### config.mk
export PLATFORM = sky130hd
export DESIGN_NAME = pswrl_cfg
export DESIGN_NICKNAME = d
export VERILOG_FILES = /design/src/rtl/pswrl_pkg.sv /design/src/rtl/pswrl_cfg.sv
export SDC_FILE = /design/constraint.sdc
export NUM_CORES = 1
export LEC_CHECK = 0
export BUFFER_PORTS_ARGS = -buffer_cell sky130_fd_sc_hd__buf_2
export CAP_MARGIN = 10
export CORE_MARGIN = 8
export CORE_UTILIZATION = 47
export CTS_CLUSTER_DIAMETER = 60
export DETAILED_ROUTE_END_ITERATION = 8
export PLACE_DENSITY = 0.8
export SYNTH_ARGS = -nofsm -noshare
export SYNTH_HDL_FRONTEND = slang
export SYNTH_SLANG_ARGS = --single-unit
### constraint.sdc
create_clock -name clk_i -period 1.05 [get_ports clk_i]
set_clock_uncertainty 0.1 [all_clocks]
set_input_delay 0.1575 -clock clk_i [delete_from_list [all_inputs] [get_ports clk_i]]
set_output_delay 0.1575 -clock clk_i [all_outputs]
set_load 0.01 [all_outputs]
### src/rtl/pswrl_pkg.sv
package pswrl_pkg;

  // table geometry, sets must be a power of two (set index is the low address bits)
  localparam int TABLE_SETS = 256;
  localparam int TABLE_WAYS = 4;
  localparam int SET_W = (TABLE_SETS > 1) ? $clog2(TABLE_SETS) : 1;
  localparam int WAY_W = (TABLE_WAYS > 1) ? $clog2(TABLE_WAYS) : 1;

  localparam int ADDR_W  = 32;
  localparam int TIME_W  = 64;
  localparam int COUNT_W = 32;
  localparam int LIMIT_W = 32;

  localparam int CFG_IDX_W  = 8;
  localparam int CFG_DATA_W = 64;
  localparam logic [CFG_IDX_W-1:0] CFG_WINDOW_LENGTH = CFG_IDX_W'(0);
  localparam logic [CFG_IDX_W-1:0] CFG_DEFAULT_LIMIT = CFG_IDX_W'(1);

  localparam logic [TIME_W-1:0]  WINDOW_RESET = TIME_W'(64'd1000000000);
  localparam logic [LIMIT_W-1:0] LIMIT_RESET  = LIMIT_W'(100);

  typedef struct packed {
    logic               valid;
    logic [WAY_W-1:0]   age;
    logic [ADDR_W-1:0]  key;
    logic [TIME_W-1:0]  win_start;
    logic [COUNT_W-1:0] count;
  } entry_t;

  typedef entry_t [TABLE_WAYS-1:0] row_t;

  // commands from the controller to the datapath
  typedef struct packed {
    logic             clear_we;
    logic [SET_W-1:0] clear_set;
    logic             load;
    logic             lookup;
    logic             update;
  } dp_cmd_t;

  // row written by the clearing pass: all ways invalid, ages in way order
  function automatic row_t clear_row();
    row_t r;
    for (int w = 0; w < TABLE_WAYS; w++) begin
      r[w].valid     = 1'b0;
      r[w].age       = WAY_W'(w);
      r[w].key       = '0;
      r[w].win_start = '0;
      r[w].count     = '0;
    end
    return r;
  endfunction

endpackage

### src/rtl/pswrl_cfg.sv
module pswrl_cfg
  import pswrl_pkg::*;
(
  input  logic                  clk_i,
  input  logic                  rst_ni,
  input  logic                  cfg_valid_i,
  output logic                  cfg_ready_o,
  input  logic [CFG_IDX_W-1:0]  cfg_index_i,
  input  logic [CFG_DATA_W-1:0] cfg_data_i,
  output logic [TIME_W-1:0]     window_length_o,
  output logic [LIMIT_W-1:0]    default_limit_o
);

  logic [TIME_W-1:0]  window_length_q;
  logic [LIMIT_W-1:0] default_limit_q;

  assign cfg_ready_o = 1'b1;

  // writes to unknown indexes are dropped
  always_ff @(posedge clk_i or negedge rst_ni) begin
    if (!rst_ni) begin
      window_length_q <= WINDOW_RESET;
      default_limit_q <= LIMIT_RESET;
    end else if (cfg_valid_i) begin
      if (cfg_index_i == CFG_WINDOW_LENGTH) begin
        window_length_q <= cfg_data_i[TIME_W-1:0];
      end
      if (cfg_index_i == CFG_DEFAULT_LIMIT) begin
        default_limit_q <= cfg_data_i[LIMIT_W-1:0];
      end
    end
  end

  assign window_length_o = window_length_q;
  assign default_limit_o = default_limit_q;

endmodule

==> flow_summary_export.csv <==
group,metric,value,unit
run_status,outcome,"complete, but fails checks",
run_status,violations,"setup timing",
floorplanning,fp.dieArea,11250,um2
synthesis,syn-num-nets,284,
pwr,leakage,3.762,nW
sta,max_freq,555.3,MHz
cts,cts_tree,"yes",
global_route,grt_usage,22.39,%
floorplanning,ios,172,
cts,cts-root-buf,"clkbuf_8",
pwr,cellPowerDensity,1127,nW/um2
placement,dp_worst_setup_slack,-1.041,ns
sta,fin_ws,-0.7508,ns
cts,cts_sinks,96,
global_route,grt_overflow,0,
setup_path,worst_path_most_repeated_cell,"buf_6",
cts,clockBufferDepth,2,
placement,dpl.hpwl,6972,um
sta,finalHoldViolations,0,
cts,clk_pin_slew_worst_paths,0.10,ns
synthesis,synth_cell_type_count,14,
cts,clk_latency,0.35,ns
synthesis,syn_avg_cell_area,18.25,um2
synthesis,yosysSeqAreaShare,63.52,%
pwr,peakVddDrop,0.9575,mV
synthesis,ys_ff_latch,96,
synthesis,syn_area,3814,um2
final_layout,final_common_cell,"buf_2",
global_route,antenna_found_initial,4,
final_layout,layout-drive-gt1-share,71.93,%
floorplanning,row_count,33,
route,drc,0,
global_route,grt_pass1_wl,19650,um
min_path,hold_class,"primary input to async pin",
global_route,grt_max_degree,33,
setup_path,cp-end-kind,"flop",
sta,setup_viol,192,
setup_path,cp_max_fo,7,
route,antenna_left,0,
route,vias,3123,
placement,io_buffers,170,
global_route,grt_pass1_vias,3493,
setup_path,crit_path_cell_trace,"buf_6 > or4b_4 > buf_6 > nor3_4 > buf_6 > buf_12 > buf_8 > buf_12 > mux2_4",
synthesis,synthCells,209,
route,drt_pre_antenna_iters,4,
floorplanning,start_util,47.37,%
setup_path,crit_type,"primary input to flop",
route,wl,14580,um
final_layout,mostFrequentLayoutCells,"buf_2, dfrtp_1, mux2_4",
sta,rsz0062_at_grt,"true",
synthesis,synth_warnings,0,
sta,drv_slew,0,
placement,dp_cells,482,
final_layout,fin_nets,608,
setup_path,worst_path_max_delay_cell,"or4b_4",
floorplanning,die-width,106.1,um
sta,finalSetupTns,-75.38,ns
setup_path,cp.required,1.17,ns
sta,fin_crit,1.801,ns
route,post_drt_wl_per_cell,22.57,um
placement,gp_congestion,0.7211,
cts,htree_num_levels,3,
sta,fin_crit_sh,171.5,%
floorplanning,core-area,8051,um2
final_layout,final_cells,646,
route,drtIter0Drc,115,
cts,numCtsBuffers,9,
setup_path,worst_ep_arrival_time,1.92,ns
route,viasPerCell,4.834,
final_layout,postLayoutCoreUtil,86.26,%
job,cap_violations,0,
setup_path,startpoint_type,"primary input",
final_layout,syn_to_final_growth,82.12,%
floorplanning,die_y,106.1,um
setup_path,slowest_delay,0.54,ns
## where the power goes
group	internal, W	switching, W	leakage [nW]
clock network	0.00118	0.00127	0.0928
logic	0.000858	0.000502	2.40
registers	0.00390	0.000128	1.27
## what timing repair did
| action | 4_1_cts | 5_1_grt |
|---|---|---|
| hold buffers | 65 | 0 |
| buffers inserted | 37 | 37 |
| endpoints found under the hold margin | 177 | 0 |
| endpoints found under the setup margin | 192 | 192 |
| pin swaps | 2 | 2 |
| gates resized for setup | 75 | 40 |
| cloned | 6 | 3 |
## routing by layer
| metal | wire, um | share of wire, % | vias up | global-route usage [%] |
|---|---|---|---|---|
| li1 | - | - | 1385 | - |
| met1 | 5424 | 37 | 1558 | 25.58 |
| met2 | 7739 | 53 | 142 | 38.87 |
| met3 | 950 | 6.5 | 36 | 6.110 |
| met4 | 449 | 3.1 | 2 | 9.045 |
| met5 | 13 | 0.089 | - | 0 |
## metrics by stage
| stage | hold WS [ns] | area, um2 | total power [W] |
|---|---|---|---|
| detailed placement | -0.04996 | 4800 | 0.004833 |
| global route | 0.1294 | 6945 | 0.008120 |
| global placement | -0.04665 | 4800 | 0.004799 |
| CTS | 0.1144 | 6444 | 0.007605 |
| floorplan | -0.2381 | 3817 | 0.004338 |
| finish | 0.1243 | 6945 | 0.007829 |
## critical path: cells and delay by family
family        cells  cell delay [ns]
mux               1             0.32
buf+inv           6             0.71
simple gates      2             0.73
## cell type report
cell class	count	area, um2
multi-input cells	101	1419
clock buffers	12	145.1
flip-flops and latches	96	2422
repair buffers	324	2763
inverters	1	3.754
well taps	105	131.4
clock inverters	4	53.80
fillers	354	1106
diodes	3	7.507
## cell families after synthesis
kind of cell           Yosys count  synth area share [%]
other                            1               0.09833
AND/OR/NAND/NOR                  4                 1.149
flip-flops                      96                 63.52
multiplexers                    96                 31.30
buffers and inverters           12                 3.937
## sequential cells by signal, indices dropped and copies added, names as in the netlist
name             flops
default_limit_o     32
window_length_o     64
## cell usage after synthesis (all sizes together)
cell type | n | share of area (%)
conb | 1 | 0.098
or4b | 1 | 0.36
inv | 1 | 0.098
or3 | 1 | 0.16
or4 | 1 | 0.20
dfstp | 16 | 11
buf | 11 | 3.8
nor3 | 1 | 0.43
mux2 | 96 | 31
dfrtp | 80 | 52
## final timing paths
| check | startpoint | endpoint | slack [ns] | cells past startpoint |
|---|---|---|---|---|
| setup / recovery | cfg_index_i[2] | window_length_o[26] | -0.75 | 9 |
| hold / removal | rst_ni | default_limit_o[13] | 0.12 | 2 |
| setup reg to reg | window_length_o[36] | window_length_o[36] | -0.10 | 3 |
| hold reg to reg | window_length_o[7] | window_length_o[7] | 0.41 | 1 |
| max in group asynchronous | rst_ni | window_length_o[20] | 0.19 | 3 |
| min in group clk_i | window_length_o[7] | window_length_o[7] | 0.41 | 1 |
Power figures use the tool's default switching activity.
