<file path="config.mk">
export PLATFORM = sky130hd
export DESIGN_NAME = pswrl_ctrl
export DESIGN_NICKNAME = d
export VERILOG_FILES = /design/src/rtl/pswrl_pkg.sv /design/src/rtl/pswrl_ctrl.sv
export SDC_FILE = /design/constraint.sdc
export NUM_CORES = 1
export LEC_CHECK = 0
export BUFFER_PORTS_ARGS = -buffer_cell sky130_fd_sc_hd__buf_2
export CAP_MARGIN = 20
export CORE_AREA = 2 2 39 41
export CTS_BUF_LIST = sky130_fd_sc_hd__clkbuf_4 sky130_fd_sc_hd__clkbuf_8
export DETAILED_ROUTE_END_ITERATION = 10
export DIE_AREA = 0 0 41 43
export PLACE_DENSITY = 0.8
export SLEW_MARGIN = 30
export SYNTH_ARGS = -nofsm -noshare
export SYNTH_HDL_FRONTEND = slang
export SYNTH_SLANG_ARGS = --single-unit
</file>
<file path="constraint.sdc">
create_clock -name clk_i -period 3.9 [get_ports clk_i]
set_input_delay 0.39 -clock clk_i [delete_from_list [all_inputs] [get_ports clk_i]]
set_output_delay 0.39 -clock clk_i [all_outputs]
set_load 0.01 [all_outputs]
</file>
<file path="src/rtl/pswrl_pkg.sv">
package pswrl_pkg;

  // table geometry, sets must be a power of two (set index is the low address bits)
  localparam int TABLE_SETS = 256;
  localparam int TABLE_WAYS = 4;
  localparam int SET_W = (TABLE_SETS > 1) ? $clog2(TABLE_SETS) : 1;
  localparam int WAY_W = (TABLE_WAYS > 1) ? $clog2(TABLE_WAYS) : 1;

  localparam int ADDR_W  = 32;
  localparam int TIME_W  = 64;
  localparam int COUNT_W = 32;
  localparam int LIMIT_W = 32;

  localparam int CFG_IDX_W  = 8;
  localparam int CFG_DATA_W = 64;
  localparam logic [CFG_IDX_W-1:0] CFG_WINDOW_LENGTH = CFG_IDX_W'(0);
  localparam logic [CFG_IDX_W-1:0] CFG_DEFAULT_LIMIT = CFG_IDX_W'(1);

  localparam logic [TIME_W-1:0]  WINDOW_RESET = TIME_W'(64'd1000000000);
  localparam logic [LIMIT_W-1:0] LIMIT_RESET  = LIMIT_W'(100);

  typedef struct packed {
    logic               valid;
    logic [WAY_W-1:0]   age;
    logic [ADDR_W-1:0]  key;
    logic [TIME_W-1:0]  win_start;
    logic [COUNT_W-1:0] count;
  } entry_t;

  typedef entry_t [TABLE_WAYS-1:0] row_t;

  // commands from the controller to the datapath
  typedef struct packed {
    logic             clear_we;
    logic [SET_W-1:0] clear_set;
    logic             load;
    logic             lookup;
    logic             update;
  } dp_cmd_t;

  // row written by the clearing pass: all ways invalid, ages in way order
  function automatic row_t clear_row();
    row_t r;
    for (int w = 0; w < TABLE_WAYS; w++) begin
      r[w].valid     = 1'b0;
      r[w].age       = WAY_W'(w);
      r[w].key       = '0;
      r[w].win_start = '0;
      r[w].count     = '0;
    end
    return r;
  endfunction

endpackage

</file>
<file path="src/rtl/pswrl_ctrl.sv">
module pswrl_ctrl
  import pswrl_pkg::*;
(
  input  logic    clk_i,
  input  logic    rst_ni,
  input  logic    in_valid_i,
  output logic    in_stall_o,
  output logic    out_valid_o,
  input  logic    out_stall_i,
  output dp_cmd_t cmd_o
);

  typedef enum logic [1:0] {
    S_CLEAR,
    S_IDLE,
    S_LOOKUP,
    S_UPDATE
  } state_e;

  state_e           state_q, state_d;
  logic [SET_W-1:0] clr_set_q, clr_set_d;
  logic             out_valid_q, out_valid_d;

  always_comb begin
    state_d     = state_q;
    clr_set_d   = clr_set_q;
    out_valid_d = out_valid_q && out_stall_i;
    cmd_o       = '0;
    cmd_o.clear_set = clr_set_q;
    unique case (state_q)
      S_CLEAR: begin
        cmd_o.clear_we = 1'b1;
        if (clr_set_q == SET_W'(TABLE_SETS - 1)) begin
          state_d = S_IDLE;
        end else begin
          clr_set_d = clr_set_q + SET_W'(1);
        end
      end
      S_IDLE: begin
        if (in_valid_i) begin
          cmd_o.load = 1'b1;
          state_d    = S_LOOKUP;
        end
      end
      S_LOOKUP: begin
        cmd_o.lookup = 1'b1;
        state_d      = S_UPDATE;
      end
      S_UPDATE: begin
        // hold the write-back until the result register has room
        if (!out_valid_q || !out_stall_i) begin
          cmd_o.update = 1'b1;
          out_valid_d  = 1'b1;
          state_d      = S_IDLE;
        end
      end
      default: state_d = S_IDLE;
    endcase
  end

  always_ff @(posedge clk_i or negedge rst_ni) begin
    if (!rst_ni) begin
      state_q     <= S_CLEAR;
      clr_set_q   <= '0;
      out_valid_q <= 1'b0;
    end else begin
      state_q     <= state_d;
      clr_set_q   <= clr_set_d;
      out_valid_q <= out_valid_d;
    end
  end

  assign in_stall_o  = (state_q != S_IDLE);
  assign out_valid_o = out_valid_q;

endmodule

</file>
==> results.sh <==
export IMPL_fin_nets=84
export IMPL_synth_compound_area_share_pct=15.3
export IMPL_synth_top_cell_area_share_pct=46.2
export IMPL_synth_largest_area_cell="dfrtp_1"
export IMPL_fillers=134
export IMPL_die_y_um=43
export IMPL_drive_above_1_share_pct=33.8
export IMPL_path_class="flip-flop to output pin"
export IMPL_hold_path_class="input pin to flip-flop"
export IMPL_yosys_most_used_dff="dfrtp_1"
export IMPL_antenna_found_initial=0
export IMPL_worstPathArrival_ps=1250
export IMPL_status="complete, no violations"
export IMPL_grt_setup_unrepaired="false"
export IMPL_dp_cells=85
export IMPL_slew_violations=0
export IMPL_synth_cells=52
export IMPL_wl_per_cell_um=12.2
export IMPL_numClockSinks=11
export IMPL_synth_most_common_cell="dfrtp_1"
export IMPL_first_pass_iters=4
export IMPL_drc=0
export IMPL_grt_usage_pct=15.3
export IMPL_die_w_um=41
export IMPL_ant_nets=0
export IMPL_setup_viol=0
export IMPL_num_io_pins=18
export IMPL_overflow=0
export IMPL_areaGrowthSynthToFinish_pct=24.4
export IMPL_cp_cell_sequence="inv_1 -> ha_1 -> buf_2"
export IMPL_grt_pass1_wl_mm=1.75
export IMPL_p_leak_nw=0.355
export IMPL_cts_root_buf="clkbuf_4"
export IMPL_clk_path_buf_depth=2
export IMPL_required_ps=3510
export IMPL_synth_seq_area_share_pct=46.2
export IMPL_syn_area_um2=596
export IMPL_power_total_w=0.000205
export IMPL_rows=14
export IMPL_pwr_density_cell_mw_per_mm2=277
export IMPL_period_share_pct=42.0
export IMPL_synthMuxAreaShare_pct=4.41
export IMPL_slew_headroom_pct=82.8
export IMPL_cts_htree_levels=1
export IMPL_yosys_area_share_adder_pct=10.5
export IMPL_hold_viol=0
export IMPL_cp_end_kind="output pin"
export IMPL_numCtsBuffers=3
export IMPL_max_stage_delay_ps=420
export IMPL_grt_pass1_vias=406
export IMPL_setup_ws_ps=2260
export IMPL_hpwl_um=864
export IMPL_die_area_mm2=0.00176
export IMPL_diodes=0
export IMPL_synth_xor_area_share_pct=4.41
export IMPL_synth_cell_types=23
export IMPL_vias=467
export IMPL_rrSetupSlack_ps=2340
export IMPL_yosys_top_cells_area="dfrtp_1 46%, ha_1 11%, nand3_1 5.0%, inv_1 3.8%, nand4_4 3.6%"
export IMPL_synth_fp_nets=61
export IMPL_port_buffers=17
export IMPL_fin_setup_tns_ps=0
export IMPL_path_clk_slew_ps=70
export IMPL_ys_seq_elements=11
export IMPL_crit_slowest_cell="dfrtp_1"
export IMPL_synth_edf_count=0
export IMPL_yosys_area_share_simple_pct=15.3
export IMPL_core_mm2=0.00138
export IMPL_gp_congestion=0.743
export IMPL_initial_core_util_pct=43.0
export IMPL_viasPerCell=5.19
export IMPL_worstMarginPinSlew_ps=256
export IMPL_cts_tree="done"
export IMPL_synth_top_family_by_area="compound AO/OA/AOI/OAI gates"
export IMPL_syn_area_per_cell_um2=11.5
export IMPL_fmax_mhz=611
export IMPL_max_cap_violations=0
export IMPL_pre_cts_ws_ps=2350
export IMPL_fin_skew_ps=4.28
export IMPL_clock_latency_ps=270
export IMPL_wirelength_mm=1.10
export IMPL_yosys_warnings=0
export IMPL_crit_fanout=5
export IMPL_stdcell_count=90
export IMPL_grt_max_degree=12
export IMPL_async_flop_share_pct=100
export IMPL_drtIter0Drc=4
export IMPL_postCtsSetupBuffers=0
export IMPL_min_period_ps=1640
export IMPL_ir_drop_mv=0.112
export IMPL_synthTopCellsByCount="11 x dfrtp_1, 6 x inv_1, 6 x nand3_1, 5 x ha_1"
export IMPL_cts_resized=0
export IMPL_startpoint_type="flip-flop"
==> sequential cells by signal, indices dropped and copies added, names as in the netlist <==
| signal | flops |
|---|---|
| clr_set_q | 8 |
| state_q | 2 |
| out_valid_o | 1 |
==> worst paths after layout <==
kind / to / cells after the start / startpoint
worst min register to register: clr_set_q[0] / 1 / clr_set_q[0]
worst max register to register: state_q[1] / 5 / clr_set_q[0]
min in group asynchronous: clr_set_q[0] / 2 / rst_ni
max in group asynchronous: clr_set_q[1] / 2 / rst_ni
worst min-delay path: out_valid_o / 2 / out_stall_i
worst max-delay path: cmd_o[11] / 3 / state_q[1]
==> repair_timing <==
item	4_1_cts	5_1_grt
hold endpoints to repair	11	0
setup endpoints to repair	0	0
hold buffers	1	0
==> layout by cell type (no fill, tap or decap), types with 2 or more instances in the layout <==
| cell | n |
|---|---|
| buf_2 | 17 |
| dfrtp_1 | 11 |
| inv_1 | 6 |
| nand3_1 | 6 |
| ha_1 | 5 |
| clkbuf_4 | 4 |
| and4_1 | 2 |
| nor2_1 | 2 |
| xor2_1 | 2 |
| o21a_1 | 2 |
| o21ai_0 | 2 |
==> worst max-delay path: cells and delay by family (launching register included) <==
kind / cells / cell delay, ps
buffers and inverters: 2 / 290
DFF: 1 / 420
adders and majority gates: 1 / 270
==> routing by layer <==
metal  part of all wire, %  GRT usage, %
met3                   4.7          3.14
met5                     0             0
met2                    48          21.6
met1                    44          19.1
met4                   3.4          12.0
==> where the power goes <==
group	switching [W]	internal [W]
registers	0	0.000114
clock network	0.0000398	0.0000466
logic	0.00000312	0.00000178
==> final cells by class <==
| cell class | count | area (um2) | area share [%] |
|---|---|---|---|
| inverter | 6 | 22.5 | 3.04 |
| clock buffer | 4 | 30.0 | 4.05 |
| timing repair buffer | 18 | 95.1 | 12.8 |
| tap | 16 | 20.0 | 2.70 |
| multi-input combinational | 35 | 298 | 40.2 |
| sequential | 11 | 275 | 37.2 |
==> logic make-up after synthesis <==
group / Yosys count
buffers and inverters: 6
DFF: 11
xor gates and xnor gates: 3
and+or+nand+nor: 14
muxes: 2
adders and majority gates: 5
AOI/OAI and AO/OA: 11
==> through the flow <==
step	area, um2	util, %	hold WS, ps
finish	741	53.5	356
CTS	741	53.5	348
detailed placement	701	50.6	272
global route	741	53.5	360
floorplan	596	-	94.4
global placement	701	50.6	266
Note: power is estimated with default switching activity, not from simulation.
